**config.mk**
```make
export PLATFORM = sky130hd
export DESIGN_NAME = telecine_pulldown_sequencer
export DESIGN_NICKNAME = d
export VERILOG_FILES = /design/src/hdl/tpd_pkg.sv /design/src/hdl/tpd_scaler.sv /design/src/hdl/tpd_seq.sv /design/src/hdl/telecine_pulldown_sequencer.sv
export SDC_FILE = /design/constraint.sdc
export NUM_CORES = 2
export LEC_CHECK = 0
export ABC_AREA = 1
export CAP_MARGIN = 40
export CORE_MARGIN = 5
export CORE_UTILIZATION = 59
export CTS_BUF_LIST = sky130_fd_sc_hd__clkbuf_4 sky130_fd_sc_hd__clkbuf_8
export DETAILED_ROUTE_END_ITERATION = 16
export DONT_BUFFER_PORTS = 1
export HOLD_SLACK_MARGIN = 0.02
export PLACE_DENSITY = 0.75
export SYNTH_ARGS = -nofsm -noshare
export SYNTH_HDL_FRONTEND = slang
export SYNTH_SLANG_ARGS = --single-unit
```
**constraint.sdc**
```tcl
create_clock -name clk -period 13.7 [get_ports clk]
set_input_delay 0 -clock clk [delete_from_list [all_inputs] [get_ports clk]]
set_output_delay 0 -clock clk [all_outputs]
set_load 0.03 [all_outputs]
```
**src/hdl/tpd_pkg.sv**
```systemverilog
package tpd_pkg;

  // Default sizing of the sequencer
  localparam int FIELD_COUNTER_WIDTH_DEF = 32;
  localparam int CADENCE_SLOTS_DEF       = 13;

  // Fixed field widths
  localparam int TS_W    = 63;
  localparam int RATE_W  = 20;
  localparam int CFG_W   = 20;
  localparam int PHASE_W = 4;

  // Nanoseconds per second and the width of ns_per_s * rate_den
  localparam logic [29:0] NS_PER_S = 30'd1000000000;
  localparam int KMUL_W = 50;
  // Divisor is 2 * rate_num
  localparam int DIV_W  = RATE_W + 1;

  // Register indexes on the configuration port
  typedef enum logic [2:0] {
    REG_CADENCE        = 3'd0,
    REG_CADENCE_OFFSET = 3'd1,
    REG_TOP_FIRST      = 3'd2,
    REG_ALLOW_REPEAT   = 3'd3,
    REG_RATE_NUM       = 3'd4,
    REG_RATE_DEN       = 3'd5
  } reg_idx_t;

  // Cadence codes
  localparam logic [2:0] CAD_1_1     = 3'd0;
  localparam logic [2:0] CAD_2_2     = 3'd1;
  localparam logic [2:0] CAD_2_3     = 3'd2;
  localparam logic [2:0] CAD_2_3_3_2 = 3'd3;
  localparam logic [2:0] CAD_EURO    = 3'd4;

  typedef struct packed {
    logic [2:0]        cadence;
    logic [3:0]        cadence_offset;
    logic              top_first;
    logic              allow_repeat_field;
    logic [RATE_W-1:0] rate_num;
    logic [RATE_W-1:0] rate_den;
  } cfg_t;

  // Status of the shared scaling unit
  typedef struct packed {
    logic busy;
    logic done;
  } scl_status_t;

  typedef enum logic [2:0] {
    SQ_IDLE,
    SQ_STEP,
    SQ_TS,
    SQ_DUR,
    SQ_OUT
  } seq_state_t;

  typedef enum logic [1:0] {
    SC_IDLE,
    SC_MUL,
    SC_DIV
  } scl_state_t;

  // Fields that a cadence slot assigns to one frame; zero marks an empty slot
  function automatic logic [1:0] cad_fields(input logic [2:0] cadence,
                                            input logic [3:0] idx);
    logic [2:0] row;
    logic [1:0] f;
    row = (cadence > CAD_EURO) ? CAD_EURO : cadence;
    f = 2'd0;
    unique case (row)
      CAD_1_1:     f = (idx == 4'd0) ? 2'd1 : 2'd0;
      CAD_2_2:     f = (idx == 4'd0) ? 2'd2 : 2'd0;
      CAD_2_3: begin
        if (idx == 4'd0) f = 2'd2;
        else if (idx == 4'd1) f = 2'd3;
      end
      CAD_2_3_3_2: begin
        if (idx == 4'd0 || idx == 4'd3) f = 2'd2;
        else if (idx == 4'd1 || idx == 4'd2) f = 2'd3;
      end
      CAD_EURO: begin
        if (idx < 4'd11) f = 2'd2;
        else if (idx == 4'd11) f = 2'd3;
      end
      default: f = 2'd0;
    endcase
    return f;
  endfunction

endpackage

```
**src/hdl/tpd_scaler.sv**
```systemverilog
module tpd_scaler
  import tpd_pkg::*;
#(
  parameter int FIELD_COUNTER_WIDTH = FIELD_COUNTER_WIDTH_DEF
) (
  input  logic                           clk,
  input  logic                           rst,
  input  logic                           start,
  input  logic [FIELD_COUNTER_WIDTH-1:0] fields,
  input  logic [RATE_W-1:0]              rate_num,
  input  logic [RATE_W-1:0]              rate_den,
  output scl_status_t                    status,
  output logic [TS_W-1:0]                quot
);

  localparam int PROD_W = KMUL_W + FIELD_COUNTER_WIDTH;
  localparam int CNT_W  = $clog2(PROD_W);

  scl_state_t state, state_next;

  logic [KMUL_W-1:0]              kmul;
  logic [KMUL_W-1:0]              kprod;
  logic [FIELD_COUNTER_WIDTH-1:0] mplr;
  logic [PROD_W-1:0]              acc;
  logic [PROD_W-1:0]              mul_add;
  logic [DIV_W-1:0]               divisor;
  logic [DIV_W-1:0]               rem;
  logic [DIV_W:0]                 rem_sh;
  logic [DIV_W:0]                 rem_sub;
  logic                           ge;
  logic [DIV_W-1:0]               rem_next;
  logic [CNT_W-1:0]               cnt;
  logic                           done;

  // Scale factor ns_per_s * rate_den
  assign kprod = KMUL_W'(NS_PER_S) * KMUL_W'(rate_den);

  // One shift-add step, multiplier bits taken from the top
  assign mul_add = {acc[PROD_W-2:0], 1'b0} +
                   (mplr[FIELD_COUNTER_WIDTH-1] ? PROD_W'(kmul) : PROD_W'(0));

  // One restoring division step, dividend bits taken from the top
  assign rem_sh   = {rem, acc[PROD_W-1]};
  assign rem_sub  = rem_sh - {1'b0, divisor};
  assign ge       = (rem_sh >= {1'b0, divisor});
  assign rem_next = ge ? rem_sub[DIV_W-1:0] : rem_sh[DIV_W-1:0];

  always_ff @(posedge clk) begin
    if (rst) begin
      state <= SC_IDLE;
    end else begin
      state <= state_next;
    end
  end

  always_comb begin
    state_next = state;
    unique case (state)
      SC_IDLE: if (start) state_next = SC_MUL;
      SC_MUL:  if (cnt == CNT_W'(0)) state_next = SC_DIV;
      SC_DIV:  if (cnt == CNT_W'(0)) state_next = SC_IDLE;
      default: state_next = SC_IDLE;
    endcase
  end

  // Load operands, multiply, then divide
  always_ff @(posedge clk) begin
    if (rst) begin
      done <= 1'b0;
    end else begin
      done <= 1'b0;
      unique case (state)
        SC_IDLE: begin
          if (start) begin
            kmul    <= kprod;
            mplr    <= fields;
            acc     <= '0;
            divisor <= {rate_num, 1'b0};
            cnt     <= CNT_W'(FIELD_COUNTER_WIDTH - 1);
          end
        end
        SC_MUL: begin
          acc  <= mul_add;
          mplr <= {mplr[FIELD_COUNTER_WIDTH-2:0], 1'b0};
          if (cnt == CNT_W'(0)) begin
            cnt <= CNT_W'(PROD_W - 1);
            rem <= '0;
          end else begin
            cnt <= cnt - CNT_W'(1);
          end
        end
        SC_DIV: begin
          rem  <= rem_next;
          quot <= {quot[TS_W-2:0], ge};
          acc  <= {acc[PROD_W-2:0], 1'b0};
          cnt  <= cnt - CNT_W'(1);
          if (cnt == CNT_W'(0)) done <= 1'b1;
        end
        default: ;
      endcase
    end
  end

  assign status.busy = (state != SC_IDLE);
  assign status.done = done;

endmodule

```
**src/hdl/tpd_seq.sv**
```systemverilog
module tpd_seq
  import tpd_pkg::*;
#(
  parameter int FIELD_COUNTER_WIDTH = FIELD_COUNTER_WIDTH_DEF,
  parameter int CADENCE_SLOTS       = CADENCE_SLOTS_DEF
) (
  input  logic                           clk,
  input  logic                           rst,
  input  cfg_t                           cfg,
  input  logic                           in_valid,
  output logic                           in_stall,
  input  logic                           action,
  input  logic                           discont,
  input  logic                           ts_known,
  input  logic [TS_W-1:0]                in_timestamp,
  output logic                           out_valid,
  input  logic                           out_stall,
  output logic                           weave_stored,
  output logic                           first_field_bottom,
  output logic [1:0]                     field_count,
  output logic                           tff_flag,
  output logic                           rff_flag,
  output logic                           time_known,
  output logic [TS_W-1:0]                out_timestamp,
  output logic [TS_W-1:0]                out_duration,
  output logic                           last_of_run,
  output logic                           sc_start,
  output logic [FIELD_COUNTER_WIDTH-1:0] sc_fields,
  input  scl_status_t                    sc_status,
  input  logic [TS_W-1:0]                sc_quot
);

  seq_state_t state, state_next;

  // Sequencer state
  logic [PHASE_W-1:0]             phase;
  logic [1:0]                     leftover;
  logic                           next_parity;
  logic [TS_W-1:0]                timebase;
  logic                           tb_set;
  logic [FIELD_COUNTER_WIDTH-1:0] fsb;

  // Per-frame work registers
  logic [1:0] sto;
  logic [1:0] cur;
  logic [1:0] cnt;
  logic       d_weave;
  logic       d_fb;
  logic [1:0] d_n;
  logic       d_last;
  logic       d_tk;
  logic [TS_W-1:0] q_ts;
  logic [TS_W-1:0] q_dur;
  logic       out_load;

  // Frame entry: discontinuity, rebase, cadence lookup
  logic [1:0]         lo_eff;
  logic               par_eff;
  logic               rebase;
  logic [1:0]         raw_f;
  logic               ph_wrap;
  logic [PHASE_W-1:0] ph_eff;
  logic [1:0]         cur_f;
  logic [PHASE_W-1:0] phase_adv;

  assign lo_eff    = discont ? 2'd0 : leftover;
  assign par_eff   = discont ? ~cfg.top_first : next_parity;
  assign rebase    = ts_known && (!tb_set || (lo_eff == 2'd0 && phase == cfg.cadence_offset));
  assign raw_f     = cad_fields(cfg.cadence, phase);
  assign ph_wrap   = ({1'b0, phase} >= 5'(CADENCE_SLOTS)) || (raw_f == 2'd0);
  assign ph_eff    = ph_wrap ? '0 : phase;
  assign cur_f     = cad_fields(cfg.cadence, ph_eff);
  assign phase_adv = ph_eff + PHASE_W'(1);

  // Descriptor step: weave, triple or pair
  logic [2:0] num;
  logic [2:0] num_n;
  logic       go;
  logic       weave;
  logic [1:0] sto_n;
  logic [1:0] cur_n;
  logic [1:0] n;
  logic       more;
  logic       tk;

  assign num = {1'b0, sto} + {1'b0, cur};
  assign go  = (num >= 3'd2) && (cnt < 2'd2);

  always_comb begin
    weave = 1'b0;
    sto_n = sto;
    cur_n = cur;
    n     = 2'd2;
    priority if (sto != 2'd0) begin
      weave = 1'b1;
      sto_n = sto - 2'd1;
      cur_n = cur - 2'd1;
    end else if (num >= 3'd3 && cfg.allow_repeat_field) begin
      cur_n = cur - 2'd3;
      n     = 2'd3;
    end else begin
      cur_n = cur - 2'd2;
    end
  end

  assign num_n = {1'b0, sto_n} + {1'b0, cur_n};
  assign more  = (num_n >= 3'd2) && (cnt == 2'd0);
  assign tk    = (cfg.rate_num != '0) && tb_set;

  always_ff @(posedge clk) begin
    if (rst) begin
      state <= SQ_IDLE;
    end else begin
      state <= state_next;
    end
  end

  always_comb begin
    state_next = state;
    in_stall   = 1'b1;
    sc_start   = 1'b0;
    sc_fields  = fsb;
    out_load   = 1'b0;
    unique case (state)
      SQ_IDLE: begin
        in_stall = 1'b0;
        if (in_valid && !action) state_next = SQ_STEP;
      end
      SQ_STEP: begin
        if (go) begin
          if (tk) begin
            sc_start   = 1'b1;
            state_next = SQ_TS;
          end else begin
            state_next = SQ_OUT;
          end
        end else begin
          state_next = SQ_IDLE;
        end
      end
      SQ_TS: begin
        sc_fields = FIELD_COUNTER_WIDTH'(d_n);
        if (sc_status.done) begin
          sc_start   = 1'b1;
          state_next = SQ_DUR;
        end
      end
      SQ_DUR: begin
        if (sc_status.done) state_next = SQ_OUT;
      end
      SQ_OUT: begin
        if (!out_valid || !out_stall) begin
          out_load   = 1'b1;
          state_next = SQ_STEP;
        end
      end
      default: state_next = SQ_IDLE;
    endcase
  end

  always_ff @(posedge clk) begin
    if (rst) begin
      phase       <= '0;
      leftover    <= 2'd0;
      next_parity <= 1'b0;
      timebase    <= '0;
      tb_set      <= 1'b0;
      fsb         <= '0;
      cnt         <= 2'd0;
      out_valid   <= 1'b0;
    end else begin
      // Drop the output once taken, hold it while stalled, refill on load
      out_valid <= out_load || (out_valid && out_stall);

      unique case (state)
        SQ_IDLE: begin
          if (in_valid) begin
            if (action) begin
              phase       <= cfg.cadence_offset;
              leftover    <= 2'd0;
              next_parity <= 1'b0;
              tb_set      <= 1'b0;
            end else begin
              if (rebase) begin
                timebase <= in_timestamp;
                tb_set   <= 1'b1;
                fsb      <= '0;
              end
              phase       <= phase_adv;
              next_parity <= par_eff;
              sto         <= lo_eff;
              cur         <= cur_f;
              cnt         <= 2'd0;
            end
          end
        end
        SQ_STEP: begin
          if (go) begin
            d_weave     <= weave;
            d_fb        <= next_parity;
            d_n         <= n;
            d_last      <= !more;
            d_tk        <= tk;
            sto         <= sto_n;
            cur         <= cur_n;
            cnt         <= cnt + 2'd1;
            fsb         <= fsb + FIELD_COUNTER_WIDTH'(n);
            next_parity <= next_parity ^ n[0];
            if (!tk) begin
              q_ts  <= '0;
              q_dur <= '0;
            end
          end else begin
            leftover <= cur;
          end
        end
        SQ_TS: begin
          if (sc_status.done) q_ts <= timebase + sc_quot;
        end
        SQ_DUR: begin
          if (sc_status.done) q_dur <= sc_quot;
        end
        default: ;
      endcase
    end
  end

  // Output register
  always_ff @(posedge clk) begin
    if (out_load) begin
      weave_stored       <= d_weave;
      first_field_bottom <= d_fb;
      field_count        <= d_n;
      tff_flag           <= ~d_fb;
      rff_flag           <= (d_n == 2'd3);
      time_known         <= d_tk;
      out_timestamp      <= q_ts;
      out_duration       <= q_dur;
      last_of_run        <= d_last;
    end
  end

  a_leftover_single: assert property (@(posedge clk) disable iff (rst)
    leftover < 2'd2)
    else $error("leftover field count above one");

  a_unknown_time_zero: assert property (@(posedge clk) disable iff (rst)
    out_valid && !time_known |-> out_timestamp == '0 && out_duration == '0)
    else $error("timing fields set while timing unknown");

  a_weave_pair: assert property (@(posedge clk) disable iff (rst)
    out_valid && weave_stored |-> field_count == 2'd2)
    else $error("woven frame with other than two fields");

  a_scaler_owned: assert property (@(posedge clk) disable iff (rst)
    sc_status.busy |-> (state == SQ_TS || state == SQ_DUR))
    else $error("scaler busy outside timing steps");

endmodule

```
**src/hdl/telecine_pulldown_sequencer.sv**
```systemverilog
// A frame is taken while the sequencer is idle; each timed descriptor then
//   passes through the shared shift-add multiplier and bit-serial divider,
//   which scale the fields so far for the timestamp and then the frame's field
//   count for the duration in turn; without known timing the scaler is skipped.
// A new frame or flush is taken only in the idle state, once every descriptor of the last frame is out.
// Reset (synchronous, active high): configuration registers to their defaults, cadence state cleared.
module telecine_pulldown_sequencer
  import tpd_pkg::*;
#(
  parameter int FIELD_COUNTER_WIDTH = FIELD_COUNTER_WIDTH_DEF,
  parameter int CADENCE_SLOTS       = CADENCE_SLOTS_DEF
) (
  input  logic             clk,
  input  logic             rst,
  input  logic             in_valid,
  output logic             in_stall,
  input  logic             action,
  input  logic             discont,
  input  logic             ts_known,
  input  logic [TS_W-1:0]  in_timestamp,
  output logic             out_valid,
  input  logic             out_stall,
  output logic             weave_stored,
  output logic             first_field_bottom,
  output logic [1:0]       field_count,
  output logic             tff_flag,
  output logic             rff_flag,
  output logic             time_known,
  output logic [TS_W-1:0]  out_timestamp,
  output logic [TS_W-1:0]  out_duration,
  output logic             last_of_run,
  input  logic             cfg_write,
  input  logic [2:0]       cfg_index,
  input  logic [CFG_W-1:0] cfg_data
);

  cfg_t                           cfg;
  logic                           sc_start;
  logic [FIELD_COUNTER_WIDTH-1:0] sc_fields;
  scl_status_t                    sc_status;
  logic [TS_W-1:0]                sc_quot;

  // Configuration registers
  always_ff @(posedge clk) begin
    if (rst) begin
      cfg.cadence            <= CAD_2_3;
      cfg.cadence_offset     <= 4'd0;
      cfg.top_first          <= 1'b0;
      cfg.allow_repeat_field <= 1'b0;
      cfg.rate_num           <= '0;
      cfg.rate_den           <= RATE_W'(1);
    end else if (cfg_write) begin
      unique case (cfg_index)
        REG_CADENCE:        cfg.cadence            <= cfg_data[2:0];
        REG_CADENCE_OFFSET: cfg.cadence_offset     <= cfg_data[3:0];
        REG_TOP_FIRST:      cfg.top_first          <= cfg_data[0];
        REG_ALLOW_REPEAT:   cfg.allow_repeat_field <= cfg_data[0];
        REG_RATE_NUM:       cfg.rate_num           <= cfg_data[RATE_W-1:0];
        REG_RATE_DEN:       cfg.rate_den           <= cfg_data[RATE_W-1:0];
        default: ;
      endcase
    end
  end

  tpd_seq #(
    .FIELD_COUNTER_WIDTH(FIELD_COUNTER_WIDTH),
    .CADENCE_SLOTS      (CADENCE_SLOTS)
  ) u_seq (
    .clk               (clk),
    .rst               (rst),
    .cfg               (cfg),
    .in_valid          (in_valid),
    .in_stall          (in_stall),
    .action            (action),
    .discont           (discont),
    .ts_known          (ts_known),
    .in_timestamp      (in_timestamp),
    .out_valid         (out_valid),
    .out_stall         (out_stall),
    .weave_stored      (weave_stored),
    .first_field_bottom(first_field_bottom),
    .field_count       (field_count),
    .tff_flag          (tff_flag),
    .rff_flag          (rff_flag),
    .time_known        (time_known),
    .out_timestamp     (out_timestamp),
    .out_duration      (out_duration),
    .last_of_run       (last_of_run),
    .sc_start          (sc_start),
    .sc_fields         (sc_fields),
    .sc_status         (sc_status),
    .sc_quot           (sc_quot)
  );

  tpd_scaler #(
    .FIELD_COUNTER_WIDTH(FIELD_COUNTER_WIDTH)
  ) u_scaler (
    .clk     (clk),
    .rst     (rst),
    .start   (sc_start),
    .fields  (sc_fields),
    .rate_num(cfg.rate_num),
    .rate_den(cfg.rate_den),
    .status  (sc_status),
    .quot    (sc_quot)
  );

endmodule
```
After elaboration in Yosys (flattened, before gate mapping)
Index checks and enable logic that the tools add are counted.
Storage, ports and cells
  register bits after elaboration: 697
  output and inout bits: 136
  word-level logic and storage cells: 269
Operators by class
  reduce and logical (&&, ||, !) cells: 65
  multipliers: 1
  order comparisons: 9
  muxes and demuxes: 93
  add/subtract/negate cells: 13
  equality and inequality tests: 40
  bitwise operators: 6
Operator list (number)
  63-bit 2-to-1 mux: 4
  63-bit one-hot mux with 2 select lines: 2
  82-bit one-hot mux with 3 select lines: 1
  32-bit 2-to-1 mux: 6
  32-bit one-hot mux with 2 select lines: 2
  82-bit adder: 1
  82-bit 2-to-1 mux: 1
  2-bit 2-to-1 mux: 34
  63-bit adder: 1
  50-bit 2-to-1 mux: 1
  21-bit 2-to-1 mux: 2
  21-bit one-hot mux with 2 select lines: 1
  21-bit by 20-bit multiplier with 41-bit output, first input constant: 1
  32-bit by 2-bit adder with 32-bit output: 1
  22-bit by 21-bit >= comparator with 1-bit output: 1
  3-bit 2-to-1 mux: 7
  7-bit one-hot mux with 3 select lines: 1
  3-bit AND reduction: 7
  21-bit subtractor: 1
  2-bit one-hot mux with 5 select lines: 2
  4-bit AND reduction: 5
  5-bit AND reduction: 4
  20-bit nonzero test: 1
  3-bit by 2-bit equality test with 1-bit output, second input constant: 6
  42 further kinds: 134

Longest topological paths before layout
  word-level depth: 16
  depth in mapped cells: 24

Modules after synthesis
Synthesis repeated with hierarchy kept, for this count alone.
Unflattened totals
  cell total of the unflattened synthesis: 6044
  area, all modules: 47446.8 sq um
By module, submodules not included
  tpd_scaler: instances 1, area each 24907.6 sq um, cells each 3086
  tpd_seq: instances 1, area each 20498.4 sq um, cells each 2656
  telecine_pulldown_sequencer: instances 1, area each 2040.7 sq um, cells each 302

Worst setup path after synthesis
OpenSTA, ideal clock, no wires.
  kind: reg2reg
  from: register u_seq.state[0]
  to: register u_seq.field_count[0], enable pin
  slack: 6.082 ns
  stages on the path, launching flop included: 4
  data arrival time: 6.950 ns
  cells stage by stage: dfxtp_1 nor2_2 nand2_1 a21oi_1
On the way
  cells in the longest elaborated chain, start to end: 2
Ends and longest elaborated chain
  start, declared: line tpd_seq.sv:33  | seq_state_t state, state_next;
  start signal, assigned: line tpd_seq.sv:114  | state <= state_next;
  3-bit equality test: line tpd_seq.sv:124  | unique case (state)
  1-bit 2-to-1 mux: line tpd_seq.sv:124
  named net u_seq.out_load: line tpd_seq.sv:54  | logic out_load;
  end signal, assigned: line tpd_seq.sv:233  | field_count <= d_n;
  end, declared: line tpd_seq.sv:20  | output logic [1:0] field_count,
The timed path passes the listed nets, and every way through them passes these cells.
A chain may end at the register's enable or synchronous reset.

Worst setup path after layout
  from: register cfg[9] (netlist name)
  to: register u_scaler.kmul[37] (data pin)
On the way
  cells in the longest elaborated chain, start to end: 1
Ends and longest elaborated chain
  21-bit by 20-bit multiplier with 41-bit output: line tpd_scaler.sv:36  | assign kprod = KMUL_W'(NS_PER_S) * KMUL_W'(rate_den);
  named net u_scaler.kprod[37]: line tpd_scaler.sv:22  | logic [KMUL_W-1:0] kprod;
  end signal, assigned: line tpd_scaler.sv:75  | kmul <= kprod;
  end, declared: line tpd_scaler.sv:21  | logic [KMUL_W-1:0] kmul;
The timed path passes the listed nets, and every way through them passes these cells.

==> impl_metrics.py <==
metrics = {
    "synth": {
        "synth_cell_types": 53,
        "yosys.area_share.adder_pct": 16.8,
        "yosysSeqAreaShare_pct": 41.3,
        "synth_edf_count": 524,
        "synthSimpleGateAreaFrac_pct": 21.4,
        "yosysWarnings": 0,
        "synth_seq_cells": 685,
        "avgSynthCellArea_um2": 8.17,
        "synth_cells": 5614,
        "synth_area_mm2": 0.0459,
        "synth_flop_cell": "edfxtp_1",
        "async_flop_share_pct": 0,
        "syn-num-nets": 6218,
        "synth_compound_area_share_pct": 9.47,
        "synth_top_family_by_area": "simple AND/OR/NAND/NOR gates",
        "synth-xor-area-share_pct": 1.62,
        "synthMuxAreaShare_pct": 0,
    },
    "cts": {
        "clkLatencyLatePin_ns": 0.79,
        "cts_root_buf": "clkbuf_8",
        "cts_setup_buffers": 0,
        "cts_sinks": 685,
        "htreeDepth": 3,
        "cts_resized": 0,
        "clk_path_buf_depth": 3,
        "cts_buffers": 112,
        "path_clk_slew_ns": 0.06,
        "tritoncts": "done",
        "hold_buffers": 208,
    },
    "worst_setup_path": {
        "cpLargestDelayFamily": "adder cells",
        "critical_path.endpoint_type": "register",
        "r2r_end": "u_scaler.kmul[37]",
        "crit_arrival_ns": 6.65,
        "worstPathBufferInverterCount": 6,
        "crit_type": "reg -> reg",
        "cp-endpoint": "u_scaler.kmul[37]",
        "crit_fanout": 9,
        "crit_chain": "inv_1, ha_1, fa_1, fa_1, fa_1, inv_1, fa_1, fa_1, inv_1, fa_1, inv_1, ha_1, nand2_1, nor2_1, inv_1, nor2_1, inv_1, o21ai_1, a31oi_1, xor2_1",
        "critPathLaunch": "cfg[9]",
        "cp-start-kind": "register",
        "max_stage_delay_ns": 0.61,
        "critical_path_depth": 20,
        "required_ns": 14.18,
        "cp_slowest_cell": "fa_1",
        "r2r-start": "cfg[9]",
        "r2r_cells": 20,
        "r2r_slack_ns": 7.53,
    },
    "power_and_ir_drop": {
        "vdd_drop_max_mv": 0.0964,
        "power-per-cell-area_mw_per_mm2": 106,
        "leakage_nw": 22.7,
    },
    "global_routing": {
        "grt.overflow.total": 0,
        "grt_first_pass_wirelength_mm": 211,
        "antenna_found_initial": 3,
        "grt_use_total_pct": 32.3,
        "grt_max_degree": 112,
        "grt_pass1_vias": 37700,
    },
    "outcome": {
        "status": "completed",
    },
    "die": {
        "rows": 102,
        "fp.dieH_um": 289,
        "dieArea_mm2": 0.0834,
        "pin_count": 230,
        "core-area_mm2": 0.0773,
        "start_util_pct": 59.3,
        "die_x_um": 289,
    },
    "detailed_routing": {
        "routedWlPerCell_um": 19.8,
        "routed_via_density": 5.53,
        "routed_wl_mm": 138,
        "ant_nets": 0,
        "dr.pass1.iters": 6,
        "initialDrtViolationCount": 3596,
        "dr_total_vias": 38700,
        "drc": 0,
    },
    "layout": {
        "final_common_cell": "nand2_1",
        "drive_gt1_share_pct": 4.90,
        "fill_cells": 6465,
        "syn_to_final_growth_pct": 12.4,
        "fin_nets": 6449,
        "ff_latch_area_mm2": 0.0190,
        "multi_input_area_mm2": 0.0227,
        "final_cell_mix": "1352 x nand2_1, 992 x inv_1, 614 x nor2_1",
        "stdcell_count": 6986,
    },
    "timing": {
        "layout_worst_path_cycle_share_pct": 45.1,
        "timing.fmax_mhz": 162,
        "tightest_slew_ns": 0.965,
        "clock_skew_ns": 0.0598,
        "holdWs_ns": 0.0958,
        "rsz0062_at_grt": "false",
        "fin_setup_tns_ns": 0,
        "hold_viol_final": 0,
        "max_slew_margin_pct": 35.7,
        "setup_viol": 0,
        "period_needed_ns": 6.17,
        "report.final.slew_viol_count": 0,
    },
    "place": {
        "dp_hpwl_mm": 104,
        "place_inst": 6563,
        "portBuffers": 0,
        "globalplace.congestion": 0.983,
    },
    "run": {
        "cap_violations": 0,
    },
    "hold_path": {
        "min_path_type": "in -> reg",
    },
}
## cells in the mapped netlist (6+ instances only)
cell	n	share of area, %
xor2_1	61	1.2
clkbuf_1	80	0.65
o31ai_1	22	0.36
a21boi_0	6	0.098
a21oi_1	435	4.7
nor2_1	616	5.0
nor3_1	63	0.69
a31oi_1	22	0.30
o21a_1	10	0.16
o21ai_1	7	0.076
nor2_2	6	0.082
dfxtp_1	161	7.0
nand3b_1	11	0.18
o21ai_0	251	2.7
o21bai_1	15	0.25
fa_1	176	7.7
ha_1	334	9.1
xnor2_1	24	0.46
inv_1	995	8.1
nand2_1	1353	11
nand4_1	41	0.56
or2_2	14	0.19
buf_4	8	0.13
edfxtp_1	524	34
and3_1	9	0.12
nand3_1	246	2.7
buf_6	6	0.15
buf_2	19	0.21
nor4_1	19	0.26
a21o_1	19	0.31
## report_power, final
group / internal, W / switching (W)
Combinational: 0.000373 / 0.000733
Sequential: 0.00232 / 0.0000519
Clock: 0.00106 / 0.000910
## per-layer routing
layer	track usage (%)	up-vias	routed length [µm]
li1	-	18600	-
met1	42.5	18200	57100
met2	54.8	1541	66400
met3	4.84	322	8960
met4	12.0	2	5670
met5	0	-	8
## cell families (layout without fill, tap and decap cells)
| kind of cell | after synthesis | in the layout |
|---|---|---|
| adder cells (fa/ha/maj) | 510 | 510 |
| AND/OR/NAND/NOR | 2402 | 2402 |
| flip-flops | 685 | 685 |
| other | 1 | 3 |
| buffers and inverters | 1121 | 1451 |
| XOR/XNOR | 85 | 85 |
| AO/OA/AOI/OAI | 810 | 810 |
## final cells by class
cell class,instances,share of cell area [%]
multi-input combinational,3808,44.0
sequential,685,36.8
inverter,1003,7.31
timing repair buffer,235,4.59
clock buffer,152,3.76
tap,1040,2.52
clock inverter,61,1.04
antenna,2,0.00971
## tightest hold or removal path: stages
cell	delay, ns
dlygate4sd3_1	0.60
nor2_1	0.08
nor2_1	0.11
## sequential cells by signal (all words and copies together), names as in the netlist, 2 cells and up
name / cells
u_scaler.acc: 73
u_scaler.quot: 63
u_seq.out_duration: 63
u_seq.out_timestamp: 63
u_seq.q_dur: 63
u_seq.q_ts: 63
u_seq.timebase: 63
cfg: 49
u_scaler.kmul: 41
u_scaler.mplr: 32
u_seq.fsb: 32
u_scaler.rem: 21
u_scaler.divisor: 20
u_scaler.cnt: 7
u_seq.phase: 4
u_seq.state: 3
u_scaler.state: 2
u_seq.cnt: 2
u_seq.cur: 2
u_seq.leftover: 2
u_seq.sto: 2
## how the worst min path moves through the flow
stage	depth (start not counted)	to	slack, ns	startpoint
floorplan	2	cfg[0]	0.13	cfg_data[0]
global placement	1	u_seq.fsb[13]	0.08	rst
detailed placement	1	u_seq.fsb[17]	0.09	rst
CTS	3	cfg[14]	0.02	cfg_data[14]
global route	3	cfg[14]	0.09	cfg_data[14]
finish	3	cfg[14]	0.1	cfg_data[14]
## through the flow
step	power [W]	cell area [µm²]	setup slack, ns	util (%)
global placement	0.00345	46900	7.53	60.6
CTS	0.00546	51500	7.47	66.6
finish	0.00546	51500	7.53	66.6
detailed placement	0.00346	47000	7.49	60.7
global route	0.00572	51500	7.04	66.6
floorplan	0.00317	45900	6.08	-
Note: power is estimated with default switching activity, not from simulation.
